$ cat config.mk
export PLATFORM = sky130hd
export DESIGN_NAME = incremental_pid_position_loop_flat
export DESIGN_NICKNAME = d
export VERILOG_FILES = /design/src/design/ipid_pkg.sv /design/src/design/ipid_chan_if.sv /design/src/design/ipid_ctrl.sv /design/src/design/ipid_datapath.sv /design/src/design/incremental_pid_position_loop.sv /design/src/flat_wrapper.sv
export SDC_FILE = /design/constraint.sdc
export NUM_CORES = 2
export LEC_CHECK = 0
export BUFFER_PORTS_ARGS = -buffer_cell sky130_fd_sc_hd__buf_4
export CAP_MARGIN = 25
export CORE_UTILIZATION = 40
export DETAILED_ROUTE_END_ITERATION = 10
export MAX_ROUTING_LAYER = met4
export SKIP_LAST_GASP = 1
export SLEW_MARGIN = 20
export SYNTH_ARGS = -nofsm -noshare
export SYNTH_HDL_FRONTEND = slang
export SYNTH_HIERARCHICAL = 1
export SYNTH_SLANG_ARGS = --single-unit
$ cat constraint.sdc
create_clock -name clk_i -period 15.4 [get_ports clk_i]
set_clock_uncertainty 0.15 [all_clocks]
set_input_delay 0.77 -clock clk_i [delete_from_list [all_inputs] [get_ports clk_i]]
set_output_delay 0.77 -clock clk_i [all_outputs]
set_load 0.02 [all_outputs]
$ cat src/design/ipid_pkg.sv
// Package for the incremental PID position loop: widths, register indexes,
// reset values, controller states and the controller-to-datapath command.
// No dependencies; every other design file imports it.
package ipid_pkg;

  // Encoder counter width, the count width derived from it, and the other field widths
  localparam int COUNTER_BITS = 16;
  localparam int ENC_W        = 16;
  localparam int SETP_W       = 16;
  localparam int CNT_W        = COUNTER_BITS + 1;
  localparam int ERR_W        = 26;
  localparam int COEF_W       = 24;
  localparam int DPC_W        = 16;
  localparam int LIMIT_W      = 8;
  localparam int BAND_W       = 16;
  localparam int ACC_W        = 48;
  localparam int DUTY_W       = 8;
  localparam int DIR_W        = 2;
  localparam int CFG_IDX_W    = 3;
  localparam int CFG_DATA_W   = 24;

  // Shared multiplier: signed A (count or error) by signed B (coef or scale)
  localparam int MUL_A_W = (CNT_W > ERR_W) ? CNT_W : ERR_W;
  localparam int MUL_B_W = COEF_W + 1;
  localparam int PROD_W  = MUL_A_W + MUL_B_W;
  localparam int POS_W   = PROD_W - 8;
  localparam int DIFF_W  = POS_W + 1;
  localparam int SUM_W   = ERR_W + COEF_W + 2;
  localparam int NV_W    = ACC_W + 1;

  localparam logic [LIMIT_W-1:0] LIMIT_MAX = 8'd170;

  // Register reset values
  localparam logic signed [COEF_W-1:0] COEF_NOW_RST   = 24'sd469246;
  localparam logic signed [COEF_W-1:0] COEF_PREV_RST  = -24'sd571465;
  localparam logic signed [COEF_W-1:0] COEF_PREV2_RST = 24'sd102236;
  localparam logic [DPC_W-1:0]         DPC_RST        = 16'd15320;
  localparam logic [LIMIT_W-1:0]       LIMIT_RST      = 8'd50;
  localparam logic [BAND_W-1:0]        BAND_RST       = 16'd768;

  // Configuration register indexes
  typedef enum logic [CFG_IDX_W-1:0] {
    CFG_COEF_NOW    = 3'd0,
    CFG_COEF_PREV   = 3'd1,
    CFG_COEF_PREV2  = 3'd2,
    CFG_DEG_PER_CNT = 3'd3,
    CFG_DRIVE_LIMIT = 3'd4,
    CFG_SETTLE_BAND = 3'd5
  } cfg_idx_e;

  // Drive direction codes
  typedef enum logic [DIR_W-1:0] {
    DIR_STOP = 2'd0,
    DIR_FWD  = 2'd1,
    DIR_BWD  = 2'd2
  } drive_dir_e;

  // Controller states
  typedef enum logic [2:0] {
    S_IDLE,
    S_POS,
    S_ERR,
    S_M0,
    S_M1,
    S_M2,
    S_ACC,
    S_UPD
  } ctrl_state_e;

  // Multiplier operand selection
  typedef enum logic [1:0] {
    MUL_POS,
    MUL_C0,
    MUL_C1,
    MUL_C2
  } mul_sel_e;

  // Accumulator operation
  typedef enum logic [1:0] {
    ACC_HOLD,
    ACC_INIT,
    ACC_ADD
  } acc_op_e;

  // Command bundle from controller to datapath
  typedef struct packed {
    logic     load_in;
    mul_sel_e mul_sel;
    logic     err_load;
    acc_op_e  acc_op;
    logic     upd;
  } ipid_cmd_t;

endpackage

$ cat src/design/ipid_chan_if.sv
// Request and result channel interfaces of the PID position loop.
// Depends on ipid_pkg for the field widths.
interface ipid_in_if import ipid_pkg::*; ();
  logic                     valid;
  logic                     ready;
  logic [ENC_W-1:0]         encoder_count;
  logic signed [SETP_W-1:0] setpoint_deg;
  logic                     run_enable;

  modport source (output valid, encoder_count, setpoint_deg, run_enable, input ready);
  modport sink   (input valid, encoder_count, setpoint_deg, run_enable, output ready);
endinterface

interface ipid_out_if import ipid_pkg::*; ();
  logic                    valid;
  logic                    ready;
  logic [DUTY_W-1:0]       drive_duty;
  logic [DIR_W-1:0]        drive_dir;
  logic                    finished;
  logic signed [ERR_W-1:0] position_error;

  modport source (output valid, drive_duty, drive_dir, finished, position_error,
                  input ready);
  modport sink   (input valid, drive_duty, drive_dir, finished, position_error,
                  output ready);
endinterface

$ cat src/design/ipid_ctrl.sv
// Sequencer of the PID position loop: steps one request through the shared
// multiplier and owns the result valid flag. Depends on ipid_pkg.
module ipid_ctrl import ipid_pkg::*; (
  input  logic      clk_i,
  input  logic      rst_ni,
  input  logic      in_valid_i,
  output logic      in_ready_o,
  output logic      out_valid_o,
  input  logic      out_ready_i,
  output ipid_cmd_t cmd_o
);

  ctrl_state_e state_q, state_d;
  logic        out_valid_q, out_valid_d;
  logic        can_load;

  // Result register free, or being emptied this cycle
  assign can_load = !out_valid_q || out_ready_i;

  // Next state
  always_comb begin
    state_d = state_q;
    case (state_q)
      S_IDLE:  if (in_valid_i) state_d = S_POS;
      S_POS:   state_d = S_ERR;
      S_ERR:   state_d = S_M0;
      S_M0:    state_d = S_M1;
      S_M1:    state_d = S_M2;
      S_M2:    state_d = S_ACC;
      S_ACC:   state_d = S_UPD;
      S_UPD:   if (can_load) state_d = S_IDLE;
      default: state_d = S_IDLE;
    endcase
  end

  // Outputs
  always_comb begin
    cmd_o         = '0;
    cmd_o.mul_sel = MUL_POS;
    cmd_o.acc_op  = ACC_HOLD;
    in_ready_o    = 1'b0;
    case (state_q)
      S_IDLE: begin
        in_ready_o    = 1'b1;
        cmd_o.load_in = in_valid_i;
      end
      S_POS:   cmd_o.mul_sel = MUL_POS;
      S_ERR:   cmd_o.err_load = 1'b1;
      S_M0:    cmd_o.mul_sel = MUL_C0;
      S_M1: begin
        cmd_o.mul_sel = MUL_C1;
        cmd_o.acc_op  = ACC_INIT;
      end
      S_M2: begin
        cmd_o.mul_sel = MUL_C2;
        cmd_o.acc_op  = ACC_ADD;
      end
      S_ACC:   cmd_o.acc_op = ACC_ADD;
      S_UPD:   cmd_o.upd = can_load;
      default: cmd_o.load_in = 1'b0;
    endcase
  end

  // Result valid flag
  always_comb begin
    out_valid_d = out_valid_q;
    if (cmd_o.upd) begin
      out_valid_d = 1'b1;
    end else if (out_ready_i) begin
      out_valid_d = 1'b0;
    end
  end

  assign out_valid_o = out_valid_q;

  always_ff @(posedge clk_i or negedge rst_ni) begin
    if (!rst_ni) begin
      state_q     <= S_IDLE;
      out_valid_q <= 1'b0;
    end else begin
      state_q     <= state_d;
      out_valid_q <= out_valid_d;
    end
  end

endmodule

$ cat src/design/ipid_datapath.sv
// Datapath of the PID position loop: configuration registers, shared
// multiplier, error and accumulator registers, loop history and result
// register. Driven by the command from ipid_ctrl; depends on ipid_pkg.
module ipid_datapath import ipid_pkg::*; (
  input  logic                     clk_i,
  input  logic                     rst_ni,
  input  ipid_cmd_t                cmd_i,
  input  logic                     cfg_we_i,
  input  logic [CFG_IDX_W-1:0]     cfg_idx_i,
  input  logic [CFG_DATA_W-1:0]    cfg_data_i,
  input  logic [ENC_W-1:0]         encoder_count_i,
  input  logic signed [SETP_W-1:0] setpoint_deg_i,
  input  logic                     run_enable_i,
  output logic [DUTY_W-1:0]        drive_duty_o,
  output logic [DIR_W-1:0]         drive_dir_o,
  output logic                     finished_o,
  output logic signed [ERR_W-1:0]  position_error_o
);

  // Configuration registers
  logic signed [COEF_W-1:0] coef_now_q, coef_prev_q, coef_prev2_q;
  logic [DPC_W-1:0]         dpc_q;
  logic [LIMIT_W-1:0]       limit_q;
  logic [BAND_W-1:0]        band_q;

  always_ff @(posedge clk_i or negedge rst_ni) begin
    if (!rst_ni) begin
      coef_now_q   <= COEF_NOW_RST;
      coef_prev_q  <= COEF_PREV_RST;
      coef_prev2_q <= COEF_PREV2_RST;
      dpc_q        <= DPC_RST;
      limit_q      <= LIMIT_RST;
      band_q       <= BAND_RST;
    end else if (cfg_we_i) begin
      case (cfg_idx_i)
        CFG_COEF_NOW:    coef_now_q   <= cfg_data_i[COEF_W-1:0];
        CFG_COEF_PREV:   coef_prev_q  <= cfg_data_i[COEF_W-1:0];
        CFG_COEF_PREV2:  coef_prev2_q <= cfg_data_i[COEF_W-1:0];
        CFG_DEG_PER_CNT: dpc_q        <= cfg_data_i[DPC_W-1:0];
        CFG_DRIVE_LIMIT: limit_q      <= cfg_data_i[LIMIT_W-1:0];
        CFG_SETTLE_BAND: band_q       <= cfg_data_i[BAND_W-1:0];
        default:         ;
      endcase
    end
  end

  // Request registers
  logic [ENC_W-1:0]         enc_q;
  logic signed [SETP_W-1:0] setp_q;
  logic                     run_q;

  always_ff @(posedge clk_i) begin
    if (cmd_i.load_in) begin
      enc_q  <= encoder_count_i;
      setp_q <= setpoint_deg_i;
      run_q  <= run_enable_i;
    end
  end

  // Loop history
  logic signed [ERR_W-1:0] err_q, err_d;
  logic signed [ERR_W-1:0] e1_q, e2_q;
  logic signed [ACC_W-1:0] last_q;

  // Count read as a COUNTER_BITS two's complement value
  logic [COUNTER_BITS-1:0] enc_pad;
  logic signed [CNT_W-1:0] cnt_s;

  assign enc_pad = COUNTER_BITS'(enc_q);
  assign cnt_s   = $signed({enc_pad[COUNTER_BITS-1], enc_pad});

  // Shared multiplier, product registered
  logic signed [MUL_A_W-1:0] mul_a;
  logic signed [MUL_B_W-1:0] mul_b;
  logic signed [PROD_W-1:0]  prod_d, prod_q;

  always_comb begin
    case (cmd_i.mul_sel)
      MUL_POS: begin
        mul_a = MUL_A_W'(cnt_s);
        mul_b = MUL_B_W'($signed({1'b0, dpc_q}));
      end
      MUL_C0: begin
        mul_a = MUL_A_W'(err_q);
        mul_b = MUL_B_W'(coef_now_q);
      end
      MUL_C1: begin
        mul_a = MUL_A_W'(e1_q);
        mul_b = MUL_B_W'(coef_prev_q);
      end
      MUL_C2: begin
        mul_a = MUL_A_W'(e2_q);
        mul_b = MUL_B_W'(coef_prev2_q);
      end
      default: begin
        mul_a = '0;
        mul_b = '0;
      end
    endcase
  end

  assign prod_d = mul_a * mul_b;

  always_ff @(posedge clk_i) begin
    prod_q <= prod_d;
  end

  // Error: setpoint in Q.8 minus floored position, saturated to ERR_W
  logic signed [POS_W-1:0]    pos_s;
  logic signed [SETP_W+7:0]   setp_sh;
  logic signed [DIFF_W-1:0]   diff;
  logic [DIFF_W-ERR_W:0]      diff_top;

  always_comb begin
    pos_s    = prod_q[PROD_W-1:8];
    setp_sh  = $signed({setp_q, 8'h00});
    diff     = DIFF_W'(setp_sh) - DIFF_W'(pos_s);
    diff_top = diff[DIFF_W-1:ERR_W-1];
    if ((&diff_top) || !(|diff_top)) begin
      err_d = diff[ERR_W-1:0];
    end else begin
      err_d = $signed({diff[DIFF_W-1], {(ERR_W-1){~diff[DIFF_W-1]}}});
    end
  end

  always_ff @(posedge clk_i) begin
    if (cmd_i.err_load) begin
      err_q <= err_d;
    end
  end

  // Product accumulator
  logic signed [SUM_W-1:0] acc_q;

  always_ff @(posedge clk_i) begin
    case (cmd_i.acc_op)
      ACC_INIT: acc_q <= SUM_W'(prod_q);
      ACC_ADD:  acc_q <= acc_q + SUM_W'(prod_q);
      default:  acc_q <= acc_q;
    endcase
  end

  // New output, clamp and drive decode
  logic signed [SUM_W-1:0] acc_sh;
  logic signed [NV_W-1:0]  nv_wide;
  logic signed [ACC_W-1:0] nv;
  logic [LIMIT_W-1:0]      limit_eff;
  logic signed [ACC_W-1:0] lim_s;
  logic signed [ACC_W-1:0] cl;
  logic signed [16:0]      cl_small, cl_neg;
  logic [ERR_W-1:0]        mag_err;
  logic                    settled;
  logic [DUTY_W-1:0]       duty_d;
  logic [DIR_W-1:0]        dir_d;
  logic                    fin_d;

  always_comb begin
    acc_sh  = acc_q >>> 16;
    nv_wide = NV_W'(last_q) + NV_W'(acc_sh);
    if (nv_wide[NV_W-1] == nv_wide[NV_W-2]) begin
      nv = nv_wide[ACC_W-1:0];
    end else begin
      nv = $signed({nv_wide[NV_W-1], {(ACC_W-1){~nv_wide[NV_W-1]}}});
    end

    limit_eff = (limit_q > LIMIT_MAX) ? LIMIT_MAX : limit_q;
    lim_s     = ACC_W'($signed({1'b0, limit_eff, 8'h00}));
    if (nv > lim_s) begin
      cl = lim_s;
    end else if (nv < -lim_s) begin
      cl = -lim_s;
    end else begin
      cl = nv;
    end
    cl_small = cl[16:0];
    cl_neg   = -cl_small;

    mag_err = err_q[ERR_W-1] ? ERR_W'(-err_q) : ERR_W'(err_q);
    settled = mag_err <= ERR_W'(band_q);

    duty_d = '0;
    dir_d  = DIR_STOP;
    fin_d  = 1'b1;
    if (run_q && !settled) begin
      fin_d = 1'b0;
      if (cl_small > 17'sd0) begin
        dir_d  = DIR_FWD;
        duty_d = cl_small[15:8];
      end else if (cl_small < 17'sd0) begin
        dir_d  = DIR_BWD;
        duty_d = cl_neg[15:8];
      end
    end
  end

  // History update, only while the loop runs
  always_ff @(posedge clk_i or negedge rst_ni) begin
    if (!rst_ni) begin
      e1_q   <= '0;
      e2_q   <= '0;
      last_q <= '0;
    end else if (cmd_i.upd && run_q) begin
      e1_q   <= err_q;
      e2_q   <= e1_q;
      last_q <= nv;
    end
  end

  // Result register
  logic [DUTY_W-1:0]       duty_q;
  logic [DIR_W-1:0]        dir_q;
  logic                    fin_q;
  logic signed [ERR_W-1:0] perr_q;

  always_ff @(posedge clk_i) begin
    if (cmd_i.upd) begin
      duty_q <= duty_d;
      dir_q  <= dir_d;
      fin_q  <= fin_d;
      perr_q <= err_q;
    end
  end

  assign drive_duty_o     = duty_q;
  assign drive_dir_o      = dir_q;
  assign finished_o       = fin_q;
  assign position_error_o = perr_q;

endmodule

$ cat src/design/incremental_pid_position_loop.sv
// Incremental PID position loop: one request in, one result out.
// A request is taken only once the previous one is through: it passes four
// times through one shared multiplier, then the accumulate and update steps,
// and the update waits until the result register can be loaded.
// Reset (async, active low) loads register defaults and clears the error
// history and last output; there is no clearing pass.
module incremental_pid_position_loop import ipid_pkg::*; (
  input  logic                  clk_i,
  input  logic                  rst_ni,
  input  logic                  cfg_we_i,
  input  logic [CFG_IDX_W-1:0]  cfg_idx_i,
  input  logic [CFG_DATA_W-1:0] cfg_data_i,
  ipid_in_if.sink               in_ch,
  ipid_out_if.source            out_ch
);

  ipid_cmd_t cmd;

  // Sequencer
  ipid_ctrl u_ctrl (
    .clk_i       (clk_i),
    .rst_ni      (rst_ni),
    .in_valid_i  (in_ch.valid),
    .in_ready_o  (in_ch.ready),
    .out_valid_o (out_ch.valid),
    .out_ready_i (out_ch.ready),
    .cmd_o       (cmd)
  );

  // Arithmetic and state
  ipid_datapath u_dp (
    .clk_i            (clk_i),
    .rst_ni           (rst_ni),
    .cmd_i            (cmd),
    .cfg_we_i         (cfg_we_i),
    .cfg_idx_i        (cfg_idx_i),
    .cfg_data_i       (cfg_data_i),
    .encoder_count_i  (in_ch.encoder_count),
    .setpoint_deg_i   (in_ch.setpoint_deg),
    .run_enable_i     (in_ch.run_enable),
    .drive_duty_o     (out_ch.drive_duty),
    .drive_dir_o      (out_ch.drive_dir),
    .finished_o       (out_ch.finished),
    .position_error_o (out_ch.position_error)
  );

endmodule
$ cat src/flat_wrapper.sv
// flat-port wrapper written by rule: the top's interface ports become plain ports
module incremental_pid_position_loop_flat import ipid_pkg::*;
  (clk_i, rst_ni, cfg_we_i, cfg_idx_i, cfg_data_i, in_ch_valid, in_ch_encoder_count, in_ch_setpoint_deg, in_ch_run_enable, in_ch_ready, out_ch_valid, out_ch_drive_duty, out_ch_drive_dir, out_ch_finished, out_ch_position_error, out_ch_ready);
  ipid_in_if in_ch_i ();
  ipid_out_if out_ch_i ();
  input  logic clk_i;
  input  logic rst_ni;
  input  logic cfg_we_i;
  input  logic [CFG_IDX_W-1:0] cfg_idx_i;
  input  logic [CFG_DATA_W-1:0] cfg_data_i;
  input wire logic [$bits(in_ch_i.valid)-1:0] in_ch_valid;
  input wire logic [$bits(in_ch_i.encoder_count)-1:0] in_ch_encoder_count;
  input wire logic [$bits(in_ch_i.setpoint_deg)-1:0] in_ch_setpoint_deg;
  input wire logic [$bits(in_ch_i.run_enable)-1:0] in_ch_run_enable;
  output wire logic [$bits(in_ch_i.ready)-1:0] in_ch_ready;
  output wire logic [$bits(out_ch_i.valid)-1:0] out_ch_valid;
  output wire logic [$bits(out_ch_i.drive_duty)-1:0] out_ch_drive_duty;
  output wire logic [$bits(out_ch_i.drive_dir)-1:0] out_ch_drive_dir;
  output wire logic [$bits(out_ch_i.finished)-1:0] out_ch_finished;
  output wire logic [$bits(out_ch_i.position_error)-1:0] out_ch_position_error;
  input wire logic [$bits(out_ch_i.ready)-1:0] out_ch_ready;
  assign in_ch_i.valid = in_ch_valid;
  assign in_ch_i.encoder_count = in_ch_encoder_count;
  assign in_ch_i.setpoint_deg = in_ch_setpoint_deg;
  assign in_ch_i.run_enable = in_ch_run_enable;
  assign in_ch_ready = in_ch_i.ready;
  assign out_ch_valid = out_ch_i.valid;
  assign out_ch_drive_duty = out_ch_i.drive_duty;
  assign out_ch_drive_dir = out_ch_i.drive_dir;
  assign out_ch_finished = out_ch_i.finished;
  assign out_ch_position_error = out_ch_i.position_error;
  assign out_ch_i.ready = out_ch_ready;
  incremental_pid_position_loop u_core (.clk_i(clk_i), .rst_ni(rst_ni), .cfg_we_i(cfg_we_i), .cfg_idx_i(cfg_idx_i), .cfg_data_i(cfg_data_i), .in_ch(in_ch_i), .out_ch(out_ch_i));
endmodule
Yosys cells after proc, flatten, opt, wreduce, memory -nomap -nowiden
Index checks and enable logic that the tools add are counted.
{"block": "op_classes", "addsub": 6, "n_mul": 1, "magnitude_cmp": 6, "eq_ne": 20, "mux": 25, "bitwise": 3, "n_reduce_logical": 23}
{"operator": "26-bit one-hot mux with 4 select lines", "n": 1}
{"operator": "52-bit one-hot mux with 2 select lines", "n": 1}
{"operator": "25-bit one-hot mux with 4 select lines", "n": 1}
{"operator": "52-bit by 51-bit adder with 52-bit output", "n": 1}
{"operator": "26-bit 2-to-1 mux", "n": 2}
{"operator": "26-bit by 25-bit multiplier with 51-bit output", "n": 1}
{"operator": "48-bit by 36-bit adder with 49-bit output", "n": 1}
{"operator": "48-bit by 17-bit greater-than comparator with 1-bit output", "n": 1}
{"operator": "48-bit < comparator", "n": 1}
{"operator": "48-bit 2-to-1 mux", "n": 1}
{"operator": "16-bit negator with 48-bit output", "n": 1}
{"operator": "24-bit by 43-bit subtractor with 44-bit output", "n": 1}
{"operator": "17-bit 2-to-1 mux", "n": 2}
{"operator": "26-bit by 16-bit less-or-equal comparator with 1-bit output", "n": 1}
{"operator": "26-bit negator", "n": 1}
{"operator": "8-bit 2-to-1 mux", "n": 3}
{"operator": "3-bit one-hot mux with 8 select lines", "n": 1}
{"operator": "19-bit AND reduction", "n": 1}
{"operator": "19-bit OR reduction", "n": 1}
{"operator": "3-bit == test (second input constant)", "n": 6}
{"operator": "17-bit by 1-bit greater-than comparator with 1-bit output (second input constant)", "n": 1}
{"operator": "17-bit by 1-bit < comparator with 1-bit output (second input constant)", "n": 1}
{"operator": "16-bit negator", "n": 1}
{"operator": "2-bit AND reduction", "n": 7}
{"operator": "other kinds (20)", "n": 45}
{"block": "totals", "reg_bits": 415, "inputBits": 65, "out_inout_bits": 39, "wordCells": 106}

Logic depth before layout (Yosys ltp)
{"block": "logic_depth", "ltp_word": 9, "mapped_depth": 42, "depth_no_buf": 38}

Modules after synthesis
The synthesis kept the hierarchy.
{"module": "ipid_datapath", "instances": 1, "cells_per_inst": 5283, "area_each_um2": 49208.4, "seq_area_each_um2": 10836.6}
{"module": "ipid_ctrl", "instances": 1, "cells_per_inst": 36, "area_each_um2": 321.6, "seq_area_each_um2": 100.1}

Worst setup path before layout
Ideal clock, no wire load.
{"block": "synth_path", "kind": "register to register", "from": "register u_core.u_ctrl.state_q[0]", "to": "register u_core.u_dp.prod_q[47]", "setup_time_ns": 0.072, "t_arrival_ns": 9.541, "t_required_ns": 15.178, "slack_ns": 5.637, "stages_incl_launch_ff": 37, "n_path_buf": 5, "synth_period_minus_slack_ns": 9.763, "path_cell_list": "dfrtp_1 -> inv_1 -> ha_1 -> nor2_1 -> nor2_1 -> clkbuf_1 -> clkbuf_1 -> clkbuf_1 -> buf_1 -> mux2i_1 -> nand2_1 -> o21ai_1 -> clkbuf_1 -> nor2_1 -> fa_1 -> fa_1 -> fa_1 -> inv_1 -> fa_1 -> inv_1 -> fa_1 -> inv_1 -> fa_1 -> inv_1 -> ha_1 -> nor2_1 -> nor2b_1 -> o21a_1 -> o21a_1 -> and3_1 -> a211oi_1 -> nor3_1 -> a211o_1 -> a21o_1 -> a21o_1 -> a21oi_1 -> xnor2_1"}
{"item": "start: declaration", "line_no": "ipid_ctrl.sv:13", "rtl": "ctrl_state_e state_q, state_d;"}
{"item": "start signal: assignment", "line_no": "ipid_ctrl.sv:81", "rtl": "state_q <= state_d;"}
{"item": "end signal: assignment", "line_no": "ipid_datapath.sv:105", "rtl": "prod_q <= prod_d;"}
{"item": "end: declaration", "line_no": "ipid_datapath.sv:75", "rtl": "logic signed [PROD_W-1:0] prod_d, prod_q;"}

==> impl_summary.md <==
Worst setup path
The largest single stage delay on the critical path is 860 ps. The critical path is of the flop to flop type. The largest fanout of any net on the critical path is 59. The largest individual stage delay along the critical path comes from the cell sky130_fd_sc_hd__a21oi_1. The worst setup path is captured at a flop. Data on the critical path is required at its endpoint by 15730 ps. The worst endpoint data arrival time is 11480 ps. The nature of the critical path startpoint is a flop. The cell with the most instances on the worst path is sky130_fd_sc_hd__fa_1.

Clock tree
Counting along the longest clock path gives a buffer depth of 3. The CTS tree is done. The post-cts repair resize count is 0. The clock net sink count is a little over 400. The number of buffers created by CTS is between 50 and 60. The tree is rooted in a sky130_fd_sc_hd__clkbuf_16.

The buffers inserted during post-CTS setup optimization is 0. The post-cts hold buffer count is 0. Clock-pin slew was measured on the worst setup and hold paths at approximately 60 ps. The source-to-sink clock delay at the later pin of the worst-skew pair is 660 ps. The H-tree was split into 2 levels.

Drt
The ratio of routed vias to standard cells is 5.45. For this block, the routed nets add up to approximately 160000 um of wire. The routed via count is between 30000 and 40000. The pre-antenna-repair detailed-routing pass consisted of 6 iterations. The residual antenna-violating net count after detailed routing is 0. The remaining design rule violation count is 0. After detailed routing, the average wire length per cell comes to 22.1 um. For this block, the initial DRC count from the detailed router was 3114.

Cells and area
The cell area after layout is 0.0541 sq mm. The growth of design area from synthesis to finish is 9.15%. The antenna diode instance count is 0.

The total number of nets in the final design is 6471. In the final layout, the share of cells above drive strength 1 is 0.101.

Outcome
The run finished with clean final reports.

Timing
The worst slew slack as a fraction of its limit is 0.204. Setup total negative slack on the finished layout was measured at 0 ps. The clock period minus final worst setup slack is 11150 ps. Timing would allow up to 89.7 MHz. The share of the clock period used by the worst path after layout is 0.724. For the pin with the worst max-slew slack, the measured transition is 1190 ps. Setup repair after global routing left no endpoint under its margin.

After layout, the worst setup slack is ~4300 ps. The tightest hold margin is around 37 ps. The number of failing hold endpoints at the final stage is 0. The number of pins exceeding their max-slew limit in the final report is 0.

Setup violations remaining at the end of the flow were counted as 0.

Yosys
Synthesis inferred 415 register bits. Ranked by total cell area, the synthesized netlist is headed by sky130_fd_sc_hd__fa_1 28%, sky130_fd_sc_hd__edfxtp_1 9.0%, sky130_fd_sc_hd__ha_1 8.9%, sky130_fd_sc_hd__dfrtp_1 8.2%, sky130_fd_sc_hd__inv_1 6.1%. The most frequently used flop master after synthesis is sky130_fd_sc_hd__dfrtp_1.

Yosys mapped the design onto 105 distinct sky130hd cell types. Counting flops with an async set or reset pin after synthesis yields a share of 0.520. The sequential area share after synthesis is 0.221.

The share of Yosys cell area claimed by the top area cell type is 0.276. The synthesized design contains 148 enable-type register cells. The number of warning messages in the yosys log is 6. The synthesized design spends more area on one cell type than any other, namely sky130_fd_sc_hd__fa_1. The cell area after synthesis is 0.0495 sq mm. The number of nets produced by synthesis is between 6000 and 7000. The cell count after synthesis is ~5300. The mean instance size in the synthesized netlist is just over 9 sq um.

Place
The cell area reported after detailed placement is 0.0523 sq mm. Buffers placed on the I/O ports in this run total a little over 100. The routability congestion estimate is approximately 0.97. The HPWL reported at the end of detailed placement is roughly 130000 um. At the placement stage, the worst setup path has a slack of 4350 ps.

Floorplan
The overall die area is approximately 0.13 sq mm. The starting density of the core is 0.405. During I/O placement, the number of pins put on the boundary was 104.

The floorplan die width is about 350 um. In this run the core area contains 128 standard-cell rows. The area of the core region is about 0.12 sq mm. The floorplan step set the die height to 354 um.

GRT
The initial antenna violation count is 10. The aggregate global routing overflow is 0. The total global-route track usage is 0.257. The via count of the first global-routing pass came to 38700. The first global-routing pass estimated about 240000 um of wire. Entering global routing, the biggest net connects 104 pins.

Hold path
The class of the tightest hold or removal check is primary input to asynchronous set/reset pin.

Flow run
The tool flagged a number of max-cap violations equal to 0.
-- registers in the layout, indices dropped and copies added, names as in the netlist --
register / cells
u_core/u_dp/coef_now_q: 24
u_core/u_dp/band_q: 16
u_core/u_dp/run_q: 1
u_core/u_dp/last_q: 48
u_core/u_dp/coef_prev_q: 24
u_core/u_dp/err_q: 26
u_core/u_dp/finished_o: 1
u_core/u_dp/drive_duty_o: 8
u_core/u_dp/limit_q: 8
u_core/u_dp/setp_q: 16
u_core/u_ctrl/out_valid_o: 1
u_core/u_dp/acc_q: 52
u_core/u_dp/e1_q: 26
u_core/u_dp/prod_q: 51
u_core/u_dp/e2_q: 26
u_core/u_ctrl/state_q: 3
u_core/u_dp/coef_prev2_q: 24
u_core/u_dp/drive_dir_o: 2
u_core/u_dp/position_error_o: 26
u_core/u_dp/enc_pad: 16
u_core/u_dp/dpc_q: 16
-- cells by family after synthesis --
group           Yosys count  share of synthesized area
compound gates          903                      0.119
xor+xnor                205                     0.0363
fa+ha+maj              1035                      0.365
buf+inv                 995                     0.0762
flops                   415                      0.221
mux                     209                     0.0476
simple gates           1557                      0.135
-- metal layers --
layer / up-vias / wire [um] / GRT usage
li1: 17400 / - / -
met1: 19300 / 68200 / 0.348
met2: 1421 / 69800 / 0.391
met3: 233 / 12300 / 0.0460
met4: 0 / 5340 / 0.0792
met5: - / 0 / -
-- path summary, 6_finish.rpt --
kind                                          startpoint  slack [ps]  depth (start not counted)                endpoint
worst max-delay path            u_core/u_ctrl/state_q[0]        4250                         33  u_core/u_dp/prod_q[50]
max in group asynchronous                         rst_ni       13660                          2     u_core/u_dp/e1_q[3]
min in group clk_i                in_ch_encoder_count[6]         140                          1  u_core/u_dp/enc_pad[6]
worst min-delay path                              rst_ni          40                          1  u_core/u_dp/last_q[39]
worst max register to register  u_core/u_ctrl/state_q[0]        4250                         33  u_core/u_dp/prod_q[50]
worst min register to register       u_core/u_dp/e2_q[9]         320                          2     u_core/u_dp/e2_q[9]
-- synth_stat cells, drive strengths merged, types with 21 or more instances --
cell    count
a21oi     213
nor2      519
xnor2     146
nor3       39
fa        683
a211oi     27
nor2b      36
o21ai     219
nand3      46
o21a       63
mux2      168
a31oi      28
dfstp      53
inv       806
mux2i      38
and2       31
clkbuf    157
a21o      146
nand2b     39
a22oi      21
a22o       25
o21bai     27
dfxtp      51
dfrtp     163
nand2     705
buf        31
edfxtp    148
xor2       59
ha        352
nand4      37
-- critical path: cells and delay by family, from the launching register on --
family	cells	cell delay, ps
multiplexers	1	310
AND/OR/NAND/NOR	4	910
flip-flops	1	400
AO/OA/AOI/OAI	13	3600
buffers and inverters	5	1180
XOR/XNOR	1	80
adder cells (fa/ha/maj)	9	4280
-- through the flow --
stage / utilization / instances
floorplan: - / 5319
global placement: 0.427 / 6938
detailed placement: 0.428 / 6940
CTS: 0.442 / 7037
global route: 0.442 / 7039
finish: 0.442 / 7039
-- placed cells by master, fill, tap and decap left out, types with 37 or more instances in the layout --
master	n
sky130_fd_sc_hd__a21o_1	146
sky130_fd_sc_hd__a21oi_1	209
sky130_fd_sc_hd__buf_4	184
sky130_fd_sc_hd__clkbuf_16	56
sky130_fd_sc_hd__dfrtp_1	163
sky130_fd_sc_hd__dfstp_2	53
sky130_fd_sc_hd__dfxtp_1	51
sky130_fd_sc_hd__edfxtp_1	148
sky130_fd_sc_hd__fa_1	683
sky130_fd_sc_hd__ha_1	351
sky130_fd_sc_hd__inv_1	805
sky130_fd_sc_hd__mux2_2	164
sky130_fd_sc_hd__mux2i_1	37
sky130_fd_sc_hd__nand2_1	704
sky130_fd_sc_hd__nand2b_1	39
sky130_fd_sc_hd__nand3_1	46
sky130_fd_sc_hd__nor2_1	517
sky130_fd_sc_hd__nor3_1	37
sky130_fd_sc_hd__o21a_1	63
sky130_fd_sc_hd__o21ai_0	158
sky130_fd_sc_hd__o21ai_1	54
sky130_fd_sc_hd__xnor2_1	146
sky130_fd_sc_hd__xor2_1	59
-- layout make-up --
cell class	count	area (sq um)
clock buffer	73	1500
multi-input combinational	3909	34900
inverter	807	3030
tap	1625	2030
timing repair buffer	186	1410
sequential	415	10900
fill	12000	68300
clock inverter	24	234
Power is left out: the tool's default activity adds up to more than one toggle a clock period on the data nets, which glitch-free logic cannot reach.
